<file path="config.mk">
export PLATFORM = sky130hd
export DESIGN_NAME = scrambled_adpcm_stereo_decoder
export DESIGN_NICKNAME = d
export VERILOG_FILES = /design/src/rtl/sasd_pkg.sv /design/src/rtl/sasd_lane.sv /design/src/rtl/sasd_mix.sv /design/src/rtl/scrambled_adpcm_stereo_decoder.sv
export SDC_FILE = /design/constraint.sdc
export NUM_CORES = 2
export LEC_CHECK = 0
export BUFFER_PORTS_ARGS = -buffer_cell sky130_fd_sc_hd__buf_4
export CAP_MARGIN = 10
export CORE_MARGIN = 4
export CORE_UTILIZATION = 35
export CTS_CLUSTER_DIAMETER = 150
export DETAILED_ROUTE_END_ITERATION = 6
export GPL_TIMING_DRIVEN = 0
export SLEW_MARGIN = 20
export SYNTH_ARGS = -nofsm -noshare
export SYNTH_HDL_FRONTEND = slang
export SYNTH_HIERARCHICAL = 1
export SYNTH_SLANG_ARGS = --single-unit
</file>
<file path="constraint.sdc">
create_clock -name clk -period 13.4 [get_ports clk]
set_input_delay 4.02 -clock clk [delete_from_list [all_inputs] [get_ports clk]]
set_output_delay 4.02 -clock clk [all_outputs]
set_load 0.005 [all_outputs]
</file>
<file path="src/rtl/sasd_pkg.sv">
`timescale 1ns / 1ps
// ----------------------------------------------------------------------------
// sasd_pkg
// Shared types and constants of the scrambled ADPCM stereo decoder.
// ----------------------------------------------------------------------------
package sasd_pkg;

  localparam int SAMPLE_W = 16;
  localparam int SCALE_W  = 14;
  localparam int KEY_W    = 15;
  localparam int NIB_W    = 4;
  localparam int COEF_W   = 16;

  localparam int OP_W     = 2;
  localparam logic [OP_W-1:0] OP_HEADER = 2'd0;
  localparam logic [OP_W-1:0] OP_DATA   = 2'd1;
  localparam logic [OP_W-1:0] OP_START  = 2'd2;

  localparam int CFG_INDEX_W = 3;
  localparam int CFG_DATA_W  = 16;
  localparam logic [CFG_INDEX_W-1:0] REG_COEF1      = 3'd0;
  localparam logic [CFG_INDEX_W-1:0] REG_COEF2      = 3'd1;
  localparam logic [CFG_INDEX_W-1:0] REG_KEY_MULT   = 3'd2;
  localparam logic [CFG_INDEX_W-1:0] REG_KEY_ADD    = 3'd3;
  localparam logic [CFG_INDEX_W-1:0] REG_INIT_KEY   = 3'd4;
  localparam logic [CFG_INDEX_W-1:0] REG_STEREO     = 3'd5;
  localparam logic [CFG_INDEX_W-1:0] REG_MIX        = 3'd6;

  localparam int PRED_SHIFT = 12;

  // x/10 for 0 <= x < 2^19 as (x * ceil(2^22/10)) >> 22
  localparam int MIX_ABS_W = 19;
  localparam int MIX_SHIFT = 22;
  localparam logic [MIX_ABS_W-1:0] MIX_RECIP = 19'd419431;

  localparam logic signed [SAMPLE_W-1:0] SAMPLE_MAX = 16'sh7FFF;
  localparam logic signed [SAMPLE_W-1:0] SAMPLE_MIN = -16'sh8000;

  typedef struct packed {
    logic clear;
    logic scale_load;
    logic mul_en;
    logic sum_en;
  } lane_ctrl_t;

endpackage

</file>
<file path="src/rtl/sasd_lane.sv">
`timescale 1ns / 1ps
// ----------------------------------------------------------------------------
// sasd_lane
// One channel core: scale, two-tap history, predictor products and sample sum.
// ----------------------------------------------------------------------------
module sasd_lane (
  input  logic                                        clk,
  input  logic                                        rst,
  input  sasd_pkg::lane_ctrl_t                        ctrl,
  input  logic [sasd_pkg::SCALE_W-1:0]                scale_value,
  input  logic signed [sasd_pkg::COEF_W-1:0]          coef1,
  input  logic signed [sasd_pkg::COEF_W-1:0]          coef2,
  input  logic signed [sasd_pkg::NIB_W-1:0]           nibble,
  output logic signed [sasd_pkg::SAMPLE_W-1:0]        sample
);

  logic [sasd_pkg::SCALE_W-1:0]          scale;
  logic signed [sasd_pkg::SAMPLE_W-1:0]  hist0;
  logic signed [sasd_pkg::SAMPLE_W-1:0]  hist1;
  logic signed [31:0]                    prod1;
  logic signed [31:0]                    prod2;

  logic signed [32:0]                    pred;
  logic signed [20:0]                    pred_sh;
  logic signed [18:0]                    step;
  logic signed [21:0]                    total;
  logic signed [sasd_pkg::SAMPLE_W-1:0]  sample_next;

  assign pred    = $signed({prod1[31], prod1}) + $signed({prod2[31], prod2});
  assign pred_sh = pred[32:sasd_pkg::PRED_SHIFT];
  assign step    = nibble * $signed({1'b0, scale});
  assign total   = $signed({pred_sh[20], pred_sh}) + $signed({{3{step[18]}}, step});

  always_comb begin
    if (total > $signed({{6{1'b0}}, sasd_pkg::SAMPLE_MAX})) begin
      sample_next = sasd_pkg::SAMPLE_MAX;
    end else if (total < $signed({{6{1'b1}}, sasd_pkg::SAMPLE_MIN})) begin
      sample_next = sasd_pkg::SAMPLE_MIN;
    end else begin
      sample_next = total[sasd_pkg::SAMPLE_W-1:0];
    end
  end

  always_ff @(posedge clk) begin
    if (rst) begin
      scale <= sasd_pkg::SCALE_W'(1);
      hist0 <= '0;
      hist1 <= '0;
    end else begin
      if (ctrl.scale_load) begin
        scale <= scale_value;
      end
      if (ctrl.clear) begin
        hist0 <= '0;
        hist1 <= '0;
      end else if (ctrl.sum_en) begin
        hist1 <= hist0;
        hist0 <= sample_next;
      end
    end
  end

  always_ff @(posedge clk) begin
    if (ctrl.mul_en) begin
      prod1 <= coef1 * hist0;
      prod2 <= coef2 * hist1;
    end
    if (ctrl.sum_en) begin
      sample <= sample_next;
    end
  end

endmodule

</file>
<file path="src/rtl/sasd_mix.sv">
`timescale 1ns / 1ps
// ----------------------------------------------------------------------------
// sasd_mix
// Merge stage: (L+R)*7/10 truncated toward zero and clamped to 16 bits.
// ----------------------------------------------------------------------------
module sasd_mix (
  input  logic                                  clk,
  input  logic                                  en,
  input  logic signed [sasd_pkg::SAMPLE_W-1:0]  left,
  input  logic signed [sasd_pkg::SAMPLE_W-1:0]  right,
  output logic signed [sasd_pkg::SAMPLE_W-1:0]  mix
);

  localparam int PROD_W = 2 * sasd_pkg::MIX_ABS_W;

  logic signed [16:0]                  sum;
  logic signed [19:0]                  times7;
  logic signed [19:0]                  mag_full;
  logic [sasd_pkg::MIX_ABS_W-1:0]      mag;
  logic [PROD_W-1:0]                   prod;
  logic                                neg;
  logic [15:0]                         quot;
  logic signed [16:0]                  value;

  assign sum      = $signed({left[15], left}) + $signed({right[15], right});
  assign times7   = $signed({sum, 3'b000}) - $signed({{3{sum[16]}}, sum});
  assign mag_full = times7[19] ? -times7 : times7;
  assign mag      = mag_full[sasd_pkg::MIX_ABS_W-1:0];

  always_ff @(posedge clk) begin
    if (en) begin
      prod <= mag * sasd_pkg::MIX_RECIP;
      neg  <= times7[19];
    end
  end

  assign quot  = prod[sasd_pkg::MIX_SHIFT +: 16];
  assign value = neg ? -$signed({1'b0, quot}) : $signed({1'b0, quot});

  always_comb begin
    if (value > $signed({1'b0, sasd_pkg::SAMPLE_MAX})) begin
      mix = sasd_pkg::SAMPLE_MAX;
    end else if (value < $signed({1'b1, sasd_pkg::SAMPLE_MIN})) begin
      mix = sasd_pkg::SAMPLE_MIN;
    end else begin
      mix = value[sasd_pkg::SAMPLE_W-1:0];
    end
  end

endmodule

</file>
<file path="src/rtl/scrambled_adpcm_stereo_decoder.sv">
`timescale 1ns / 1ps
// ----------------------------------------------------------------------------
// scrambled_adpcm_stereo_decoder
// Scrambled 4-bit ADPCM decoder, mono or stereo, with optional L+R mix.
// ----------------------------------------------------------------------------
// Input words arrive on in_valid/in_ready; result words leave on
// out_valid/out_ready; registers are written on cfg_valid/cfg_ready, which
// is always ready. One input word is worked on at a time; in_ready is high
// only while the controller waits for the next word.
// Start word: no result. Header word: one key update per channel through the
// key multiplier, in S_HDR_L and, in stereo, in S_HDR_R. An end marker on the
// left word skips the key updates and gives its result word from S_END; on
// the right word, after the left key update, through S_HDR_R and S_END.
// Data word: two result words. Each nibble passes the product, sum, mix and
// output states (S_MUL, S_SUM, S_MIX, S_EMIT), which drive the two channel
// lanes and the mix stage; the predictor multiply and the mix multiply each
// take a state of their own, and the product and mix results are registered.
// Results sit in an output register: the next input word is taken while
// the last result still waits. When the receiver stalls, the controller
// holds in its output stage until the register frees.
// Reset clears key, histories, registers and output valid; scales become 1.
// ----------------------------------------------------------------------------
module scrambled_adpcm_stereo_decoder (
  input  logic                                      clk,
  input  logic                                      rst,
  input  logic                                      cfg_valid,
  output logic                                      cfg_ready,
  input  logic [sasd_pkg::CFG_INDEX_W-1:0]          cfg_index,
  input  logic [sasd_pkg::CFG_DATA_W-1:0]           cfg_data,
  input  logic                                      in_valid,
  output logic                                      in_ready,
  input  logic [sasd_pkg::OP_W-1:0]                 operation,
  input  logic [15:0]                               left_header,
  input  logic [15:0]                               right_header,
  input  logic [7:0]                                left_byte,
  input  logic [7:0]                                right_byte,
  output logic                                      out_valid,
  input  logic                                      out_ready,
  output logic signed [sasd_pkg::SAMPLE_W-1:0]      left_sample,
  output logic signed [sasd_pkg::SAMPLE_W-1:0]      right_sample,
  output logic                                      stream_end,
  output logic                                      last
);

  localparam logic [2:0] S_IDLE  = 3'd0;
  localparam logic [2:0] S_HDR_L = 3'd1;
  localparam logic [2:0] S_HDR_R = 3'd2;
  localparam logic [2:0] S_MUL   = 3'd3;
  localparam logic [2:0] S_SUM   = 3'd4;
  localparam logic [2:0] S_MIX   = 3'd5;
  localparam logic [2:0] S_EMIT  = 3'd6;
  localparam logic [2:0] S_END   = 3'd7;

  logic [2:0]                             state;
  logic [2:0]                             state_next;

  logic signed [sasd_pkg::COEF_W-1:0]     coef1;
  logic signed [sasd_pkg::COEF_W-1:0]     coef2;
  logic [sasd_pkg::COEF_W-1:0]            key_mult;
  logic [sasd_pkg::COEF_W-1:0]            key_add;
  logic [sasd_pkg::KEY_W-1:0]             init_key;
  logic                                   stereo;
  logic                                   mix_on;

  logic [sasd_pkg::KEY_W-1:0]             key;
  logic [15:0]                            lword;
  logic [15:0]                            rword;
  logic [7:0]                             lbyte;
  logic [7:0]                             rbyte;
  logic                                   nib_sel;
  logic [sasd_pkg::SCALE_W-1:0]           pend_scale;

  logic                                   in_take;
  logic                                   out_free;
  logic                                   out_load;
  logic [29:0]                            key_prod;
  logic [sasd_pkg::KEY_W-1:0]             key_adv;
  logic [sasd_pkg::SCALE_W-1:0]           lscale_of;
  logic [sasd_pkg::SCALE_W-1:0]           rscale_of;

  sasd_pkg::lane_ctrl_t                   lctrl;
  sasd_pkg::lane_ctrl_t                   rctrl;
  logic [sasd_pkg::SCALE_W-1:0]           lscale_value;
  logic signed [sasd_pkg::NIB_W-1:0]      lnib;
  logic signed [sasd_pkg::NIB_W-1:0]      rnib;
  logic signed [sasd_pkg::SAMPLE_W-1:0]   lsamp;
  logic signed [sasd_pkg::SAMPLE_W-1:0]   rsamp;
  logic signed [sasd_pkg::SAMPLE_W-1:0]   mixv;

  assign cfg_ready = 1'b1;
  assign in_ready  = (state == S_IDLE);
  assign in_take   = in_valid && in_ready;
  assign out_free  = !out_valid || out_ready;
  assign out_load  = out_free && ((state == S_EMIT) || (state == S_END));

  assign key_prod  = key * key_mult[sasd_pkg::KEY_W-1:0];
  assign key_adv   = key_prod[sasd_pkg::KEY_W-1:0] + key_add[sasd_pkg::KEY_W-1:0];
  assign lscale_of = {1'b0, lword[12:0] ^ key[12:0]} + sasd_pkg::SCALE_W'(1);
  assign rscale_of = {1'b0, rword[12:0] ^ key[12:0]} + sasd_pkg::SCALE_W'(1);

  assign lnib = nib_sel ? $signed(lbyte[3:0]) : $signed(lbyte[7:4]);
  assign rnib = nib_sel ? $signed(rbyte[3:0]) : $signed(rbyte[7:4]);

  always_ff @(posedge clk) begin
    if (rst) begin
      coef1    <= '0;
      coef2    <= '0;
      key_mult <= '0;
      key_add  <= '0;
      init_key <= '0;
      stereo   <= 1'b0;
      mix_on   <= 1'b0;
    end else if (cfg_valid && cfg_ready) begin
      unique case (cfg_index)
        sasd_pkg::REG_COEF1:    coef1    <= $signed(cfg_data);
        sasd_pkg::REG_COEF2:    coef2    <= $signed(cfg_data);
        sasd_pkg::REG_KEY_MULT: key_mult <= cfg_data;
        sasd_pkg::REG_KEY_ADD:  key_add  <= cfg_data;
        sasd_pkg::REG_INIT_KEY: init_key <= cfg_data[sasd_pkg::KEY_W-1:0];
        sasd_pkg::REG_STEREO:   stereo   <= cfg_data[0];
        sasd_pkg::REG_MIX:      mix_on   <= cfg_data[0];
        default: ;
      endcase
    end
  end

  always_comb begin
    state_next = state;
    unique case (state)
      S_IDLE: begin
        if (in_take) begin
          case (operation)
            sasd_pkg::OP_HEADER: state_next = left_header[15] ? S_END : S_HDR_L;
            sasd_pkg::OP_DATA:   state_next = S_MUL;
            default:             state_next = S_IDLE;
          endcase
        end
      end
      S_HDR_L: state_next = stereo ? S_HDR_R : S_IDLE;
      S_HDR_R: state_next = rword[15] ? S_END : S_IDLE;
      S_MUL:   state_next = S_SUM;
      S_SUM:   state_next = S_MIX;
      S_MIX:   state_next = S_EMIT;
      S_EMIT: begin
        if (out_free) begin
          state_next = nib_sel ? S_IDLE : S_MUL;
        end
      end
      S_END: begin
        if (out_free) begin
          state_next = S_IDLE;
        end
      end
      default: state_next = S_IDLE;
    endcase
  end

  always_comb begin
    lctrl            = '0;
    lctrl.clear      = in_take && (operation == sasd_pkg::OP_START);
    lctrl.scale_load = ((state == S_HDR_L) && !stereo) ||
                       ((state == S_HDR_R) && !rword[15]);
    lctrl.mul_en     = (state == S_MUL);
    lctrl.sum_en     = (state == S_SUM);
    rctrl            = lctrl;
    rctrl.scale_load = (state == S_HDR_R) && !rword[15];
    rctrl.sum_en     = (state == S_SUM) && stereo;
    lscale_value     = (state == S_HDR_R) ? pend_scale : lscale_of;
  end

  always_ff @(posedge clk) begin
    if (rst) begin
      state     <= S_IDLE;
      key       <= '0;
      nib_sel   <= 1'b0;
      out_valid <= 1'b0;
    end else begin
      state <= state_next;
      if (in_take && (operation == sasd_pkg::OP_START)) begin
        key <= init_key;
      end else if ((state == S_HDR_L) || ((state == S_HDR_R) && !rword[15])) begin
        key <= key_adv;
      end
      if (in_take) begin
        nib_sel <= 1'b0;
      end else if ((state == S_EMIT) && out_free) begin
        nib_sel <= !nib_sel;
      end
      if (out_load) begin
        out_valid <= 1'b1;
      end else if (out_ready) begin
        out_valid <= 1'b0;
      end
    end
  end

  always_ff @(posedge clk) begin
    if (in_take) begin
      lword <= left_header;
      rword <= right_header;
      lbyte <= left_byte;
      rbyte <= right_byte;
    end
    if (state == S_HDR_L) begin
      pend_scale <= lscale_of;
    end
    if (out_load) begin
      if (state == S_END) begin
        left_sample  <= '0;
        right_sample <= '0;
        stream_end   <= 1'b1;
        last         <= 1'b1;
      end else begin
        left_sample  <= (stereo && mix_on) ? mixv : lsamp;
        right_sample <= !stereo ? '0 : (mix_on ? mixv : rsamp);
        stream_end   <= 1'b0;
        last         <= nib_sel;
      end
    end
  end

  sasd_lane u_lane_left (
    .clk         (clk),
    .rst         (rst),
    .ctrl        (lctrl),
    .scale_value (lscale_value),
    .coef1       (coef1),
    .coef2       (coef2),
    .nibble      (lnib),
    .sample      (lsamp)
  );

  sasd_lane u_lane_right (
    .clk         (clk),
    .rst         (rst),
    .ctrl        (rctrl),
    .scale_value (rscale_of),
    .coef1       (coef1),
    .coef2       (coef2),
    .nibble      (rnib),
    .sample      (rsamp)
  );

  sasd_mix u_mix (
    .clk   (clk),
    .en    (state == S_MIX),
    .left  (lsamp),
    .right (rsamp),
    .mix   (mixv)
  );

`ifndef SYNTHESIS
  assert property (@(posedge clk) disable iff (rst)
    out_valid && stream_end |-> last && (left_sample == 0) && (right_sample == 0))
    else $error("end word carries samples");

  assert property (@(posedge clk) disable iff (rst)
    out_valid && !stereo |-> (right_sample == 0))
    else $error("mono word with nonzero right sample");

  assert property (@(posedge clk) disable iff (rst)
    out_valid && stereo && mix_on && !stream_end |-> (left_sample == right_sample))
    else $error("mixed word differs between channels");

  assert property (@(posedge clk) disable iff (rst)
    (state == S_EMIT) && out_free && nib_sel |=> (state == S_IDLE) && out_valid && last)
    else $error("second sample not flagged last");
`endif

endmodule

</file>
# Word-level counts from Yosys, hierarchy flattened
# Index checks and enable logic that the tools add are counted.
[word_totals]
regBits = 483
latchBits = 0
ramBits = 0
rom_bits = 0
in_bits = 74
output_inout_bits = 37
mem_count = 0
[op_classes]
addsub = 11
mul = 8
div_mod_pow = 0
order_cmp = 6
n_eq_ne = 18
n_shift = 0
mux = 27
bitwise = 3
reduce_logical = 32
[ops]
columns = ["cell", "count"]
rows = [
  ["$mul 16x16->32", 4],
  ["$mux 16", 8],
  ["$add 32x32->33", 2],
  ["$add 21x19->22", 2],
  ["$gt 22x16->1 const B", 2],
  ["$lt 22x16->1 const B", 2],
  ["$mul 19x19->38 const B", 1],
  ["$mul 4x15->19", 2],
  ["$mux 15", 2],
  ["$add 13x1->14 const B", 2],
  ["$xor 13x13->13", 2],
  ["$pmux 3 s8", 1],
  ["$eq 3x3->1 const B", 7],
  ["$sub 20x17->20", 1],
  ["$mux 19", 1],
  ["$neg 19->19", 1],
  ["$add 16x16->17", 1],
  ["$gt 17x16->1 const B", 1],
  ["$lt 17x16->1 const B", 1],
  ["$mux 17", 1],
  ["$neg 16->17", 1],
  ["$add 15x15->15", 1],
  ["$mul 15x15->15", 1],
  ["$mux 3", 5],
  ["other kinds (21)", 53],
]

# Longest topological paths before layout
[depth]
depth_word = 6
mapped_depth = 44
depth_no_buf = 43

# Hierarchy
# Netlist, hierarchy kept.
[modules_own_cells]
columns = ["module", "n_inst", "cells_each", "area_each_um2", "seq_area_each_um2"]
rows = [
  ["sasd_lane (u_lane_right)", 1, 2853, 27283.7, 3323.2],
  ["sasd_lane (u_lane_left)", 1, 2820, 27094.7, 3323.2],
  ["scrambled_adpcm_stereo_decoder", 1, 1092, 10532.6, 4554.4],
  ["sasd_mix", 1, 1012, 9328.9, 510.5],
]

# Least setup slack after synthesis
# Ideal clock, no wire load.
[synth_timing]
path_kind = "reg-to-reg"
startpoint = "reg u_lane_left/sample[0] in the netlist's numbering"
endpoint = "reg u_mix.prod[36] (data pin)"
arrival_time_ns = 9.836
t_required_ns = 13.139
slack_ns = 3.304
path_stages_with_launch = 39
n_path_buf = 0
synth_period_minus_slack_ns = 10.096
cell_sequence = "edfxtp_1 -> ha_1 -> fa_1 -> a211oi_2 -> o21bai_1 -> a2111oi_2 -> nor2b_1 -> xnor2_1 -> inv_1 -> ha_1 -> a21oi_1 -> o211ai_1 -> a2bb2oi_4 -> o21ai_2 -> o32a_1 -> o211a_1 -> or4_4 -> or2_1 -> [3 not listed] -> inv_1 -> ha_1 -> fa_1 -> inv_1 -> fa_1 -> fa_1 -> fa_1 -> inv_1 -> ha_1 -> a21o_1 -> a21oi_1 -> nand3_1 -> o21a_1 -> a211o_1 -> a31oi_1 -> o21bai_1 -> a211oi_1 -> nor2_1"
[synth_via]
elab_chain_len = 5
[synth_rtl]
columns = ["element", "line", "text"]
rows = [
  ["start, declared", "sasd_lane.sv:14", "output logic signed [sasd_pkg::SAMPLE_W-1:0] sample"],
  ["start signal, assigned", "sasd_lane.sv:69", "sample <= sample_next;"],
  ["$add 16x16->17 (*)", "sasd_mix.sv:25", "assign sum = $signed({left[15], left}) + $signed({right[15], right});"],
  ["$sub 20x17->20 (*)", "sasd_mix.sv:26", "assign times7 = $signed({sum, 3'b000}) - $signed({{3{sum[16]}}, sum});"],
  ["$neg 19->19", "sasd_mix.sv:27", "assign mag_full = times7[19] ? -times7 : times7;"],
  ["$mux 19 (*)", "sasd_mix.sv:27", ""],
  ["$mul 19x19->38 (*)", "sasd_mix.sv:32", "prod <= mag * sasd_pkg::MIX_RECIP;"],
  ["end signal, assigned", "sasd_mix.sv:32", ""],
  ["end, declared", "sasd_mix.sv:20", "logic [PROD_W-1:0] prod;"],
]
# Every way passes the cells marked *; elsewhere a longest branch is shown, timed or not.
# A chain may end at the register's enable or synchronous reset.

# Worst setup path in the final report
[layout_timing]
startpoint = "reg u_lane_left/sample[0] in the netlist's numbering"
endpoint = "reg u_mix.prod[36] (data pin)"
[layout_via]
elab_cells_between_ends = 5
cone_classes = "add/sub: 3; mul: 1; mux: 1"
[layout_lines]
columns = ["element", "line", "text"]
rows = [
  ["$add 16x16->17", "sasd_mix.sv:25", ""],
  ["$sub 20x17->20", "sasd_mix.sv:26", ""],
  ["net u_mix.times7[19]", "sasd_mix.sv:17", "logic signed [19:0] times7;"],
  ["$mux 19", "sasd_mix.sv:27", ""],
  ["$mul 19x19->38", "sasd_mix.sv:32", ""],
]
# The timed path passes the listed nets, and every way through them passes these cells.

==> summary.txt <==
Setup Buffers After CTS: 0
Fmax: 0.08567 GHz
Slew HR: 0.1813
Share of the synthesized area in the top cell type: 0.3570
Tmin final: 11670 ps
Internal reg-to-reg setup slack: 1730 ps
P&R area growth vs syn: 8.390%
Filler Cell Count: 21060
Post-route insts no fill: 10800
Clk_skew: 41.87 ps
Post-CTS sizing: 0
Total CTS buffers: 53
Remaining Overflow, GRT: 0
Final Hold Fails: 0
Port Buffers: 105
CP endpoint kind: register
EDFF count, synth: 268
Cells after Synth: 7777
Final TNS setup: 0 ps
Crit path DAT: 12070 ps
Worst slew pin tran: 1228 ps
Die area: 0.2195 mm2
Synth Cell Area: 0.07424 mm2
Status: finished, final reports clean
Crit path buffers/inverters: 6
Clock root cell: clkbuf_16
Row cnt: 168
Initial DRC Count: 3702
Final antenna-violating net count: 0
Ratio of cells with drive above 1 in the final layout: 0.04032
Most used cell, CP: fa_1
CP max stage delay: 660 ps
Clk sinks: 451
DR vias/cell: 5.002
# setup viols final: 0
Core Region: 0.2102 mm2
CTS tree: done
Syn_nets: 9890
NumNets Final: 10060
Syn_area_per_cell: 9.546 um2
Final wirelength: 213700 um
Max-slew violation count: 0
Hold Buf Count CTS: 0
Worst min path class: register to register
Largest fanout on the critical path: 10
MaxCap Viol Count: 0
Worst-path clk slew: 60 ps
First-pass GRT wire length: 332800 um
Most area-hungry cell type in the Yosys netlist: fa_1
Global Route Usage Sum: 0.1971
Worst setup path category: register to register
Clock insertion delay at the later pin of the skew report: 670 ps
Starting Density: 0.3532
Vias in the first global route: 56830
Period utilization: 0.8711
Synth Flop Type: edfxtp_1
Largest net degree at the start of global routing: 50
Via count: 54020
Die H: 468.6 um
WL/cell: 19.79 um
Placed instance count: 10690
Initial antenna violation count: 12
Die width: 468.6 um
CTS Buffer Depth: 3
Startpoint Class: register
Min setup slack post-route: 1727 ps
I/O pins: 111
Library cells used by synthesis: 117
Async set-or-reset flop fraction in the synthesized netlist: 0
Synth warn: 6
Sequential fraction of the synthesis area: 0.1577
HPWL Detailed: 179000 um
First-pass detailed-route iteration total: 6
Final GP Congestion: 0.9374
Synth area leaders: fa_1 (36%), ha_1 (12%), edfxtp_1 (11%)
Unrepaired setup endpoints after global routing: false
Post-Place Setup Slack: 1758 ps
CP required: 13790 ps
CP max stage cell: xnor2_1
Seq cells post-synth: 451
H-tree depth: 2
Residual DRC count: 0
Largest delay contributor family on the critical path: compound AO/OA/AOI/OAI gates
routing by layer:
layer / vias up / GRT usage / share of wire
met2: 1688 / 0.3180 / 0.46
met3: 282 / 0.03400 / 0.074
met4: 2 / 0.06096 / 0.036
met1: 27520 / 0.2708 / 0.43
met5: - / 0 / 0.000061
li1: 24520 / - / -
logic make-up (layout without fill, tap and decap cells):
logic type               count (synthesis)  count (layout)  share of synthesized area
buffers and inverters                 1874            2084                    0.09571
XOR/XNOR                               353             353                    0.04213
multiplexers                           107             107                    0.01483
flip-flops                             451             451                     0.1577
adder cells (fa/ha/maj)               2040            2040                     0.4777
other                                    1               7                 0.00005051
AND/OR/NAND/NOR                       2098            2098                     0.1369
AO/OA/AOI/OAI                          853             853                    0.07501
tightest hold or removal path, delay by kind of cell (launching register included):
family | cells | cell delay (ps)
AO/OA/AOI/OAI | 1 | 50
flip-flops | 1 | 310
AND/OR/NAND/NOR | 1 | 50
final cells by class:
class | count | area, um2 | area share
multi-input combinational | 5452 | 55460 | 0.6893
sequential | 451 | 11710 | 0.1456
inverter | 1619 | 6077 | 0.07552
tap | 2805 | 3510 | 0.04361
clock buffer | 74 | 1549 | 0.01925
buffer | 255 | 1031 | 0.01281
timing repair buffer | 110 | 898.4 | 0.01116
clock inverter | 26 | 211.5 | 0.002628
antenna | 6 | 15.01 | 0.0001866
sequential cells by signal (all words and copies together) (netlist names), 14 cells and up:
register and flops:
u_lane_right/scale 14, u_lane_left/prod2 32, u_lane_left/prod1 32, u_lane_left/scale 14, rword 14, coef1 16
u_lane_left/hist0 16, left_sample 16, right_sample 16, coef2 16, u_lane_right/sample 16, u_lane_right/prod2 32
u_lane_right/prod1 32, u_lane_left/sample 16, u_mix/prod 16, u_lane_right/hist1 16, u_lane_left/hist1 16, u_lane_right/hist0 16
pend_scale 14
through the flow:
| stage | utilization | hold WS, ps | cell area [um2] |
|---|---|---|---|
| 2_1_floorplan | - | 432.2 | 74240 |
| 3_3_place_gp | 0.3736 | 442.9 | 78540 |
| 3_5_place_dp | 0.3743 | 446.9 | 78680 |
| 4_1_cts | 0.3827 | 455.8 | 80440 |
| 5_1_grt | 0.3828 | 473.0 | 80460 |
| 6_report | 0.3828 | 454.5 | 80470 |
synthesized netlist by cell type, drive strengths merged, types with 106 or more instances:
library cell	instances
a21oi	311
and2	537
clkbuf	229
dfxtp	183
edfxtp	268
fa	1324
ha	715
inv	1619
nand2	931
nand2b	106
nor2	246
o21ai	166
xnor2	243
xor2	109
final timing paths:
| check | from | to | cells past startpoint |
|---|---|---|---|
| worst max register to register | u_lane_left/sample[0]$_DFFE_PP_ | u_mix/prod[36]$_DFFE_PP_ | 41 |
| worst min-delay path | key_add[10]$_SDFFE_PP0P_ | key_add[10]$_SDFFE_PP0P_ | 2 |
| worst min register to register | key_add[10]$_SDFFE_PP0P_ | key_add[10]$_SDFFE_PP0P_ | 2 |
| worst max-delay path | u_lane_left/sample[0]$_DFFE_PP_ | u_mix/prod[36]$_DFFE_PP_ | 41 |
cell usage in the layout, fill, tap and decap left out, types with 110 or more instances in the layout:
cell / n
and2_1: 534
buf_4: 110
clkbuf_1: 237
edfxtp_1: 268
nor2_1: 241
inv_1: 1619
dfxtp_1: 182
a21oi_1: 308
fa_1: 1324
xnor2_1: 241
nand2_1: 931
ha_1: 715
o21ai_0: 136
Power is left out: the tool's default activity adds up to more than one toggle a clock period on the data nets, which glitch-free logic cannot reach.
